**config.mk**
```make
export PLATFORM = sky130hd
export DESIGN_NAME = bounded_priority_queue_fifo_tiebreak_core
export DESIGN_NICKNAME = d
export VERILOG_FILES = /design/src/bpq_pkg.sv /design/src/bpq_cell.sv /design/src/bounded_priority_queue_fifo_tiebreak_core.sv
export VERILOG_INCLUDE_DIRS = /design/src /design/src/src
export SDC_FILE = /design/constraint.sdc
export NUM_CORES = 2
export LEC_CHECK = 0
export ABC_CLOCK_PERIOD_IN_PS = 9700
export BUFFER_PORTS_ARGS = -buffer_cell sky130_fd_sc_hd__clkbuf_2
export CAP_MARGIN = 20
export CORE_MARGIN = 2
export CORE_UTILIZATION = 55
export CTS_CLUSTER_DIAMETER = 60
export CTS_CLUSTER_SIZE = 12
export DETAILED_ROUTE_END_ITERATION = 6
export PLACE_DENSITY = 0.75
export SLEW_MARGIN = 30
export SYNTH_ARGS = -nofsm -noshare
export SYNTH_HDL_FRONTEND = slang
export SYNTH_SLANG_ARGS = --single-unit
```
**constraint.sdc**
```tcl
create_clock -name clk -period 9.7 [get_ports clk]
set_clock_uncertainty 0.05 [all_clocks]
set_input_delay 0.97 -clock clk [delete_from_list [all_inputs] [get_ports clk]]
set_output_delay 0.97 -clock clk [all_outputs]
set_load 0.005 [all_outputs]
```
**src/bounded_priority_queue_fifo_tiebreak_core_defines.svh**
```systemverilog
// Assertion macros shared by the queue core.
`ifndef BOUNDED_PRIORITY_QUEUE_FIFO_TIEBREAK_CORE_DEFINES_SVH
`define BOUNDED_PRIORITY_QUEUE_FIFO_TIEBREAK_CORE_DEFINES_SVH

// Check a condition in the same cycle as its trigger.
`define BPQ_ASSERT_SAME(label, clk, rst_n, ante, cons, msg) \
    label: assert property (@(posedge clk) disable iff (!rst_n) (ante) |-> (cons)) \
        else $error(msg);

// Check a condition in the cycle after its trigger.
`define BPQ_ASSERT_NEXT(label, clk, rst_n, ante, cons, msg) \
    label: assert property (@(posedge clk) disable iff (!rst_n) (ante) |=> (cons)) \
        else $error(msg);

`endif

```
**src/bpq_pkg.sv**
```systemverilog
`default_nettype none

package bpq_pkg;

    localparam int PRIO_W     = 8;
    localparam int QOS_W      = 2;
    localparam int SEQ_W      = 32;
    localparam int TAG_PORT_W = 16;

    typedef enum logic
    {
        OP_INSERT  = 1'b0,
        OP_EXTRACT = 1'b1
    } op_t;

    // Ordering key: priority first, then insert sequence (older wins)
    typedef struct packed
    {
        logic [PRIO_W-1:0] prio;
        logic [SEQ_W-1:0]  seq;
    } key_t;

    // Per-transfer command broadcast to every cell
    typedef struct packed
    {
        logic insert;
        logic extract;
    } cell_ctrl_t;

    function automatic logic more_urgent(input key_t a, input key_t b);
        logic res;
        if (a.prio != b.prio)
        begin
            res = a.prio > b.prio;
        end
        else
        begin
            res = a.seq < b.seq;
        end
        return res;
    endfunction

endpackage

`default_nettype wire

```
**src/bpq_cell.sv**
```systemverilog
`default_nettype none

// One slot of the sorted row. Slot 0 is the most urgent entry; an insert
// pushes every less urgent entry one slot down, an extract pulls all up.
module bpq_cell #(
    parameter int TAG_W = 16
) (
    input  wire logic                          clk,
    input  wire bpq_pkg::cell_ctrl_t           ctrl,
    input  wire logic                          live,
    input  wire bpq_pkg::key_t                 new_key,
    input  wire logic [bpq_pkg::QOS_W-1:0]     new_qos,
    input  wire logic [TAG_W-1:0]              new_tag,
    input  wire logic                          prev_beats,
    input  wire bpq_pkg::key_t                 prev_key,
    input  wire logic [bpq_pkg::QOS_W-1:0]     prev_qos,
    input  wire logic [TAG_W-1:0]              prev_tag,
    input  wire bpq_pkg::key_t                 succ_key,
    input  wire logic [bpq_pkg::QOS_W-1:0]     succ_qos,
    input  wire logic [TAG_W-1:0]              succ_tag,
    output logic                               beats,
    output bpq_pkg::key_t                      key,
    output logic [bpq_pkg::QOS_W-1:0]          qos,
    output logic [TAG_W-1:0]                   tag
);

    bpq_pkg::key_t                 key_reg;
    logic [bpq_pkg::QOS_W-1:0]     qos_reg;
    logic [TAG_W-1:0]              tag_reg;
    bpq_pkg::key_t                 key_next;
    logic [bpq_pkg::QOS_W-1:0]     qos_next;
    logic [TAG_W-1:0]              tag_next;

    // New entry belongs at or above this slot
    assign beats = !live || bpq_pkg::more_urgent(new_key, key_reg);

    // Select shift source
    always_comb
    begin
        key_next = key_reg;
        qos_next = qos_reg;
        tag_next = tag_reg;
        if (ctrl.insert && beats)
        begin
            if (prev_beats)
            begin
                key_next = prev_key;
                qos_next = prev_qos;
                tag_next = prev_tag;
            end
            else
            begin
                key_next = new_key;
                qos_next = new_qos;
                tag_next = new_tag;
            end
        end
        else if (ctrl.extract)
        begin
            key_next = succ_key;
            qos_next = succ_qos;
            tag_next = succ_tag;
        end
    end

    // Hold slot contents
    always_ff @(posedge clk)
    begin
        key_reg <= key_next;
        qos_reg <= qos_next;
        tag_reg <= tag_next;
    end

    assign key = key_reg;
    assign qos = qos_reg;
    assign tag = tag_reg;

endmodule

`default_nettype wire

```
**src/bounded_priority_queue_fifo_tiebreak_core.sv**
```systemverilog
// Channel   Handshake              Payload
// --------  ---------------------  ---------------------------------------------
// request   req_valid / req_stall  op, entry_priority, entry_qos, entry_tag
// response  rsp_valid / rsp_stall  op_ok, item_*, fill_count, top_priority, top_tag
//
// All cells compare and shift at the request edge, and the response is
// valid from the next cycle; fill count and top entry are read from the
// row, which holds still while the response waits.
// rst_n clears the fill count, the sequence counter and the response valid;
// slot contents are not reset and are never read above the fill count.
// A stalled response holds the request side off only while it is not taken.
`default_nettype none

`include "bounded_priority_queue_fifo_tiebreak_core_defines.svh"

module bounded_priority_queue_fifo_tiebreak_core #(
    parameter int QUEUE_DEPTH = 16,
    parameter int TAG_BITS    = 16
) (
    input  wire logic                                 clk,
    input  wire logic                                 rst_n,
    input  wire logic                                 req_valid,
    output logic                                      req_stall,
    input  wire logic                                 op,
    input  wire logic [bpq_pkg::PRIO_W-1:0]           entry_priority,
    input  wire logic [bpq_pkg::QOS_W-1:0]            entry_qos,
    input  wire logic [bpq_pkg::TAG_PORT_W-1:0]       entry_tag,
    output logic                                      rsp_valid,
    input  wire logic                                 rsp_stall,
    output logic                                      op_ok,
    output logic [bpq_pkg::PRIO_W-1:0]                item_priority,
    output logic [bpq_pkg::QOS_W-1:0]                 item_qos,
    output logic [bpq_pkg::TAG_PORT_W-1:0]            item_tag,
    output logic [bpq_pkg::SEQ_W-1:0]                 item_sequence,
    output logic [$clog2(QUEUE_DEPTH+1)-1:0]          fill_count,
    output logic [bpq_pkg::PRIO_W-1:0]                top_priority,
    output logic [bpq_pkg::TAG_PORT_W-1:0]            top_tag
);

    localparam int CNT_W = $clog2(QUEUE_DEPTH + 1);
    localparam int TAG_W = (TAG_BITS < bpq_pkg::TAG_PORT_W) ? TAG_BITS : bpq_pkg::TAG_PORT_W;

    logic                          accept;
    bpq_pkg::cell_ctrl_t           ctrl;
    bpq_pkg::key_t                 new_key;
    logic                          ins_ok;
    logic                          res_ok;

    logic [CNT_W-1:0]              count_reg;
    logic [CNT_W-1:0]              count_next;
    logic [bpq_pkg::SEQ_W-1:0]     seq_reg;
    logic [bpq_pkg::SEQ_W-1:0]     seq_next;
    logic                          rsp_valid_reg;
    logic                          rsp_valid_next;

    logic                                op_ok_reg;
    logic [bpq_pkg::PRIO_W-1:0]          item_priority_reg;
    logic [bpq_pkg::QOS_W-1:0]           item_qos_reg;
    logic [bpq_pkg::TAG_PORT_W-1:0]      item_tag_reg;
    logic [bpq_pkg::SEQ_W-1:0]           item_sequence_reg;

    logic                          beats    [QUEUE_DEPTH];
    logic                          live     [QUEUE_DEPTH];
    bpq_pkg::key_t                 key      [QUEUE_DEPTH];
    logic [bpq_pkg::QOS_W-1:0]     qos      [QUEUE_DEPTH];
    logic [TAG_W-1:0]              tag      [QUEUE_DEPTH];

    // Take a request whenever the response slot is free or drains now
    assign req_stall = rsp_valid_reg && rsp_stall;
    assign accept    = req_valid && !req_stall;

    assign new_key.prio  = entry_priority;
    assign new_key.seq   = seq_reg;
    assign ctrl.insert   = accept && (op == bpq_pkg::OP_INSERT);
    assign ctrl.extract  = accept && (op == bpq_pkg::OP_EXTRACT) && (count_reg != '0);

    // Row of sorted slots
    for (genvar i = 0; i < QUEUE_DEPTH; i++)
    begin : g_cell
        localparam int PREV = (i == 0) ? 0 : i - 1;
        localparam int SUCC = (i == QUEUE_DEPTH - 1) ? i : i + 1;

        assign live[i] = CNT_W'(i) < count_reg;

        bpq_cell #(
            .TAG_W (TAG_W)
        ) u_cell (
            .clk        (clk),
            .ctrl       (ctrl),
            .live       (live[i]),
            .new_key    (new_key),
            .new_qos    (entry_qos),
            .new_tag    (entry_tag[TAG_W-1:0]),
            .prev_beats ((i == 0) ? 1'b0 : beats[PREV]),
            .prev_key   (key[PREV]),
            .prev_qos   (qos[PREV]),
            .prev_tag   (tag[PREV]),
            .succ_key   (key[SUCC]),
            .succ_qos   (qos[SUCC]),
            .succ_tag   (tag[SUCC]),
            .beats      (beats[i]),
            .key        (key[i]),
            .qos        (qos[i]),
            .tag        (tag[i])
        );
    end

    // Insert lands somewhere unless it loses to the last slot of a full row
    assign ins_ok = beats[QUEUE_DEPTH-1];
    assign res_ok = (op == bpq_pkg::OP_INSERT) ? ins_ok : (count_reg != '0);

    // Advance fill count and sequence
    always_comb
    begin
        count_next = count_reg;
        seq_next   = seq_reg;
        if (ctrl.insert)
        begin
            seq_next = seq_reg + 1'b1;
            if (ins_ok && (count_reg != CNT_W'(QUEUE_DEPTH)))
            begin
                count_next = count_reg + 1'b1;
            end
        end
        else if (ctrl.extract)
        begin
            count_next = count_reg - 1'b1;
        end
    end

    // Response valid: set on transfer in, drop on transfer out
    always_comb
    begin
        rsp_valid_next = rsp_valid_reg;
        if (accept)
        begin
            rsp_valid_next = 1'b1;
        end
        else if (rsp_valid_reg && !rsp_stall)
        begin
            rsp_valid_next = 1'b0;
        end
    end

    always_ff @(posedge clk or negedge rst_n)
    begin
        if (!rst_n)
        begin
            count_reg     <= '0;
            seq_reg       <= '0;
            rsp_valid_reg <= 1'b0;
        end
        else
        begin
            count_reg     <= count_next;
            seq_reg       <= seq_next;
            rsp_valid_reg <= rsp_valid_next;
        end
    end

    // Capture response payload
    always_ff @(posedge clk)
    begin
        if (accept)
        begin
            op_ok_reg <= res_ok;
            if (ctrl.extract)
            begin
                item_priority_reg <= key[0].prio;
                item_qos_reg      <= qos[0];
                item_tag_reg      <= bpq_pkg::TAG_PORT_W'(tag[0]);
                item_sequence_reg <= key[0].seq;
            end
            else
            begin
                item_priority_reg <= '0;
                item_qos_reg      <= '0;
                item_tag_reg      <= '0;
                item_sequence_reg <= '0;
            end
        end
    end

    assign rsp_valid     = rsp_valid_reg;
    assign op_ok         = op_ok_reg;
    assign item_priority = item_priority_reg;
    assign item_qos      = item_qos_reg;
    assign item_tag      = item_tag_reg;
    assign item_sequence = item_sequence_reg;

    // Report the row state; it only moves on a request transfer
    assign fill_count    = count_reg;
    assign top_priority  = (count_reg != '0) ? key[0].prio : '0;
    assign top_tag       = (count_reg != '0) ? bpq_pkg::TAG_PORT_W'(tag[0]) : '0;

    // Checks
    `BPQ_ASSERT_NEXT(a_seq_advance, clk, rst_n, ctrl.insert, seq_reg == $past(seq_reg) + 1'b1, "sequence did not advance on insert")
    `BPQ_ASSERT_NEXT(a_fill_grow, clk, rst_n, ctrl.insert && (count_reg < CNT_W'(QUEUE_DEPTH)), count_reg == $past(count_reg) + 1'b1, "insert into non-full queue did not grow fill")
    `BPQ_ASSERT_SAME(a_row_order, clk, rst_n, count_reg >= CNT_W'(2), !bpq_pkg::more_urgent(key[1], key[0]), "head slot less urgent than second slot")

endmodule

`default_nettype wire
```
After elaboration in Yosys (flattened, before gate mapping)
Index checks and enable logic that the tools add are counted.

operators by class
  add/subtract/negate cells = 3
  $mul = 0
  divide/modulo/power cells = 0
  magnitude comparators = 48
  equality and inequality tests = 18
  shifts and indexed selects = 0
  mux-type cells = 159
  bitwise logic cells = 1
  reduce and logical (&&, ||, !) cells = 76

operators by type and width
  kind                                                                          count
  40-bit two-way mux                                                            45
  16-bit two-way mux                                                            46
  32-bit less-than comparator                                                   16
  8-bit > comparator                                                            16
  8-bit != test                                                                 16
  2-bit two-way mux                                                             45
  4-bit by 5-bit less-than comparator with 1-bit output (first input constant)  8
  2-bit nonzero test                                                            17
  32-bit by 1-bit adder with 32-bit output (second input constant)              1
  1-bit logical AND                                                             23
  3-bit by 5-bit less-than comparator with 1-bit output (first input constant)  4
  1-bit two-way mux                                                             19
  1-bit logical NOT                                                             18
  1-bit logical OR                                                              16
  5-bit two-way mux                                                             3
  1-bit by 5-bit less-than comparator with 1-bit output (first input constant)  2
  2-bit by 5-bit less-than comparator with 1-bit output (first input constant)  2
  8-bit two-way mux                                                             1
  5-bit by 1-bit adder with 5-bit output (second input constant)                1
  5-bit != test (second input constant)                                         1
  5-bit nonzero test                                                            1
  5-bit by 1-bit subtractor with 5-bit output (second input constant)           1
  2-bit != test (second input constant)                                         1
  2-bit AND reduction                                                           1
  1-bit inverter                                                                1

word-level totals
  bits in registers = 1,025
  bits in latches = 0
  RAM bits = 0
  ROM bits = 0
  bits of input ports = 31
  output and inout bits = 90
  word-level logic and storage cells = 377
  memories = 0

Longest topological paths before layout
  depth in word-level cells = 7
  mapped depth = 14
  depth with buffers taken out = 10

Cells and area by module
Synthesis repeated with hierarchy kept, for this count alone.

second synthesis, totals
  cell total of the unflattened synthesis = 5,567
  area, all modules = 71,986.5 um2

modules (own cells, without submodules)
  module                                     instances  cells an instance  area each (um2)  seq. area each (um2)
  bpq_cell                                   16         326                4,220.3          1,741.7
  bounded_priority_queue_fifo_tiebreak_core  1          351                4,461.8          2,722.6

Least setup slack after synthesis
OpenSTA, ideal clock, no wires.

  path kind = input port to flip-flop
  start = in rsp_stall
  end = reg g_cell[5].u_cell.key_reg (netlist bit g_cell[5].u_cell.key[0]) (enable)
  setup time = 0.554 ns
  data arrival time = 7.375 ns
  data required time = 9.096 ns
  path slack = 1.721 ns
  stages on the path = 9
  buffers on the path = 4
  cells stage by stage = nand2_1 nand2_1 inv_1 nand2b_1 clkbuf_1 clkbuf_1 clkbuf_1 clkbuf_1 o21ai_0

on the way
  word-level cells in the longest chain between the ends = 6
  elaborated cells on any way between the ends = 8
  classes of those cells = reduce/logical: 8

RTL lines
  element                                      line                                                                                              source
  from (decl)                                  bounded_priority_queue_fifo_tiebreak_core.sv:29                                                   input wire logic rsp_stall,
  1-bit logical AND *                          bounded_priority_queue_fifo_tiebreak_core.sv:69                                                   assign req_stall = rsp_valid_reg && rsp_stall;
  1-bit logical NOT *                          bounded_priority_queue_fifo_tiebreak_core.sv:70                                                   assign accept = req_valid && !req_stall;
  1-bit logical AND *                          bounded_priority_queue_fifo_tiebreak_core.sv:70
  via accept                                   bounded_priority_queue_fifo_tiebreak_core.sv:43                                                   logic accept;
  1-bit logical AND, on equally long branches  bounded_priority_queue_fifo_tiebreak_core.sv:75, bounded_priority_queue_fifo_tiebreak_core.sv:74
  1-bit logical AND, on equally long branches  bounded_priority_queue_fifo_tiebreak_core.sv:75, bpq_cell.sv:43
  2-bit nonzero test (no line) *               --
  to (signal assigned)                         bpq_cell.sv:69                                                                                    key_reg <= key_next;
  to (decl)                                    bpq_cell.sv:27                                                                                    bpq_pkg::key_t key_reg;

The timed path passes the listed nets; every way through them passes the cells marked *.
A chain may end at the register's enable or synchronous reset.

==> flow_metrics.env <==
export IMPL_syn_avg_cell_area_sq_um=10.24
export IMPL_hold_class="in2async"
export IMPL_r2r_start="seq_reg[5]"
export IMPL_drc_errors=0
export IMPL_cts_hold_buf=0
export IMPL_grt_pass1_wl_microns=309700
export IMPL_ioPinCount=121
export IMPL_cts_max_level=3
export IMPL_die_area_sq_um=125100
export IMPL_worst_setup_path_end_kind="register"
export IMPL_start_util_pct=55.35
export IMPL_finalCriticalPeriod_ns=5.557
export IMPL_seqCellArea_sq_um=30590
export IMPL_powerDensity_nw_per_um2=246.4
export IMPL_rrSetupSlack_ns=4.14
export IMPL_syn_area_sq_um=67280
export IMPL_syn_inst=6569
export IMPL_routed_wl_microns=203800
export IMPL_outcome="complete, no violations"
export IMPL_syn2layout_area_growth_pct=8.931
export IMPL_hold_violations=0
export IMPL_post_route_period_util_pct=57.29
export IMPL_die_height_microns=353.7
export IMPL_synth_warnings=0
export IMPL_routedWlPerCell_microns=24.86
export IMPL_antenna_found_initial=3
export IMPL_drv_cap=0
export IMPL_synth_xor_area_share_pct=0.4166
export IMPL_arrival_ns=5.93
export IMPL_largest_reg_flops=640
export IMPL_synth_seq_cells=1025
export IMPL_fin_cells=8198
export IMPL_clkTransAtPathRegs_ns=0.07
export IMPL_drive_gt1_share_pct=10.35
export IMPL_syn_num_nets=7228
export IMPL_worstMarginPinSlew_ns=1.126
export IMPL_cts_path_max_buffers=3
export IMPL_rows=128
export IMPL_grt_usage_pct=31.86
export IMPL_report_power_total_uw=18060
export IMPL_cts_root_buffer="clkbuf_16"
export IMPL_required_ns=10.08
export IMPL_post_cts_resized=0
export IMPL_grt_pass1_vias=51690
export IMPL_place_congestion=0.9661
export IMPL_p_leak_uw=0.03144
export IMPL_synth_compound_area_share_pct=13.64
export IMPL_antenna_cells=0
export IMPL_dp_hpwl_microns=137400
export IMPL_multiInputGateArea_sq_um=33110
export IMPL_final_nets=7149
export IMPL_ant_nets=0
export IMPL_drt_iter0_drc=6325
export IMPL_numClockSinks=1025
export IMPL_ys_flop_type="edfxtp_1"
export IMPL_cts_setup_buffers=0
export IMPL_grt_ovfl_total=0
export IMPL_io_buffers=120
export IMPL_crit_type="reg2reg"
export IMPL_dr_pass1_iters=6
export IMPL_worstReg2RegEnd="g_cell[3].u_cell.key[4]"
export IMPL_final_cell_mix="987 x edfxtp_1, 693 x mux2i_1, 629 x inv_1"
export IMPL_seq_area_frac_synth_pct=45.47
export IMPL_critPathMaxFanout=31
export IMPL_crit_path_start_kind="register"
export IMPL_r2r_cells=10
export IMPL_maxSlewViolCount=0
export IMPL_fillers=9852
export IMPL_relSlewSlack_pct=24.77
export IMPL_synth_top_family_by_area="multiplexers"
export IMPL_synth_fa_ha_area_share_pct=11.68
export IMPL_async_flop_share_pct=3.707
export IMPL_synth_distinct_cells=72
export IMPL_synth_edf_count=987
export IMPL_grt_max_degree=118
export IMPL_cts_made_buffers=109
export IMPL_finalSetupViolCount=0
export IMPL_coreArea_sq_um=121600
export IMPL_worstSkewPairLatency_ns=0.77
export IMPL_rsz0062_at_grt="no"
export IMPL_via_per_inst=6.444
export IMPL_final_common_cell="edfxtp_1"
export IMPL_ir_worst_vdd_v=0.0002619
export IMPL_cts_tree="done"
export IMPL_num_vias=52830
export IMPL_die_x_microns=353.7
export IMPL_dpl_cell_count=8003
export IMPL_muxShareOfSynthArea_pct=13.93
export IMPL_synth_simple_area_share_pct=8.767
export IMPL_setup_tns_ns=0
export IMPL_fmax_ghz=0.1800
-- metal layers --
layer	wire length [microns]	share of wire, %	track usage [%]	up-vias
met4	10490	5.1	15.58	2
met5	13	0.0064	0	-
met1	82730	41	43.47	25680
met2	90290	44	49.37	2894
met3	20310	10	5.371	495
li1	-	-	-	23750
-- stage by stage --
step | cell area, sq um | hold WS, ns | utilization (%) | setup WS (ns)
after floorplan | 67280 | 0.4632 | - | 1.721
after global placement | 69470 | 0.4563 | 57.15 | 3.763
after detailed placement | 69770 | 0.4706 | 57.40 | 3.880
after CTS | 73240 | 0.3271 | 60.25 | 4.084
after global routing | 73290 | 0.3683 | 60.29 | 4.065
final | 73290 | 0.3385 | 60.29 | 4.143
-- worst max-delay path by stage --
stage | end | slack [ns] | startpoint
6_report | g_cell[3].u_cell.key[4] | 4.14 | seq_reg[5]
5_1_grt | g_cell[7].u_cell.key[9] | 4.06 | seq_reg[9]
4_1_cts | g_cell[4].u_cell.key[6] | 4.08 | g_cell[4].u_cell.key[1]
3_5_place_dp | g_cell[6].u_cell.key[25] | 3.88 | entry_priority[0]
3_3_place_gp | g_cell[13].u_cell.key[5] | 3.76 | entry_priority[0]
2_1_floorplan | g_cell[5].u_cell.key[0] | 1.72 | rsp_stall
-- synth_stat cells, types with 10 or more instances --
library cell / n / area, sq um
buf_1: 35 / 131.4
nand2_1: 446 / 1674
a21o_1: 99 / 743.2
mux2_2: 213 / 2399
edfxtp_1: 987 / 29640
nor2_1: 459 / 1723
xnor2_1: 27 / 236.5
mux2i_1: 693 / 6937
and2_1: 45 / 281.5
a21oi_1: 566 / 2833
or3_1: 44 / 275.3
inv_1: 630 / 2365
buf_2: 75 / 375.4
nor2b_1: 26 / 162.7
and4_1: 18 / 157.7
o21a_1: 24 / 180.2
o211ai_1: 141 / 1059
nand2b_1: 17 / 106.4
a211oi_1: 32 / 240.2
a2111oi_0: 16 / 140.1
nand4_1: 97 / 606.8
a31oi_1: 68 / 425.4
nor3_1: 33 / 165.2
o31ai_1: 10 / 75.07
dfrtp_1: 38 / 950.9
nand3_1: 101 / 505.5
o21ai_0: 545 / 2728
ha_1: 628 / 7858
clkbuf_1: 316 / 1186
a221oi_1: 11 / 96.34
-- cell type report --
class,instances,share of cell area (%)
repair buffers,242,2.344
well taps,1625,2.774
clock inverters,37,0.6641
multi-input cells,4482,45.18
clock buffers,157,4.065
inverters,630,3.229
flip-flops and latches,1025,41.74
-- critical path, cell delays in order (launching register included) --
cell and delay (ns):
dfrtp_1 0.79, ha_1 0.36, a21oi_1 0.14, o21ai_0 0.29, a221oi_1 0.70, o211ai_1 0.42
a211oi_1 0.69, or2_4 0.68, buf_4 0.71, mux2i_1 0.27, a21oi_1 0.10
-- kinds of logic after synthesis --
| group | count (synthesis) |
|---|---|
| compound gates | 1590 |
| xor+xnor | 32 |
| fa+ha+maj | 628 |
| buf+inv | 1062 |
| flops | 1025 |
| mux | 909 |
| simple gates | 1323 |
-- power breakdown --
group | internal [uW] | leakage, uW | switching [uW] | total (uW)
clock network | 2270 | 0.00165 | 1920 | 4190
logic | 2560 | 0.0200 | 4530 | 7090
registers | 6180 | 0.00980 | 602 | 6780
(Power assumes the default switching activity.)
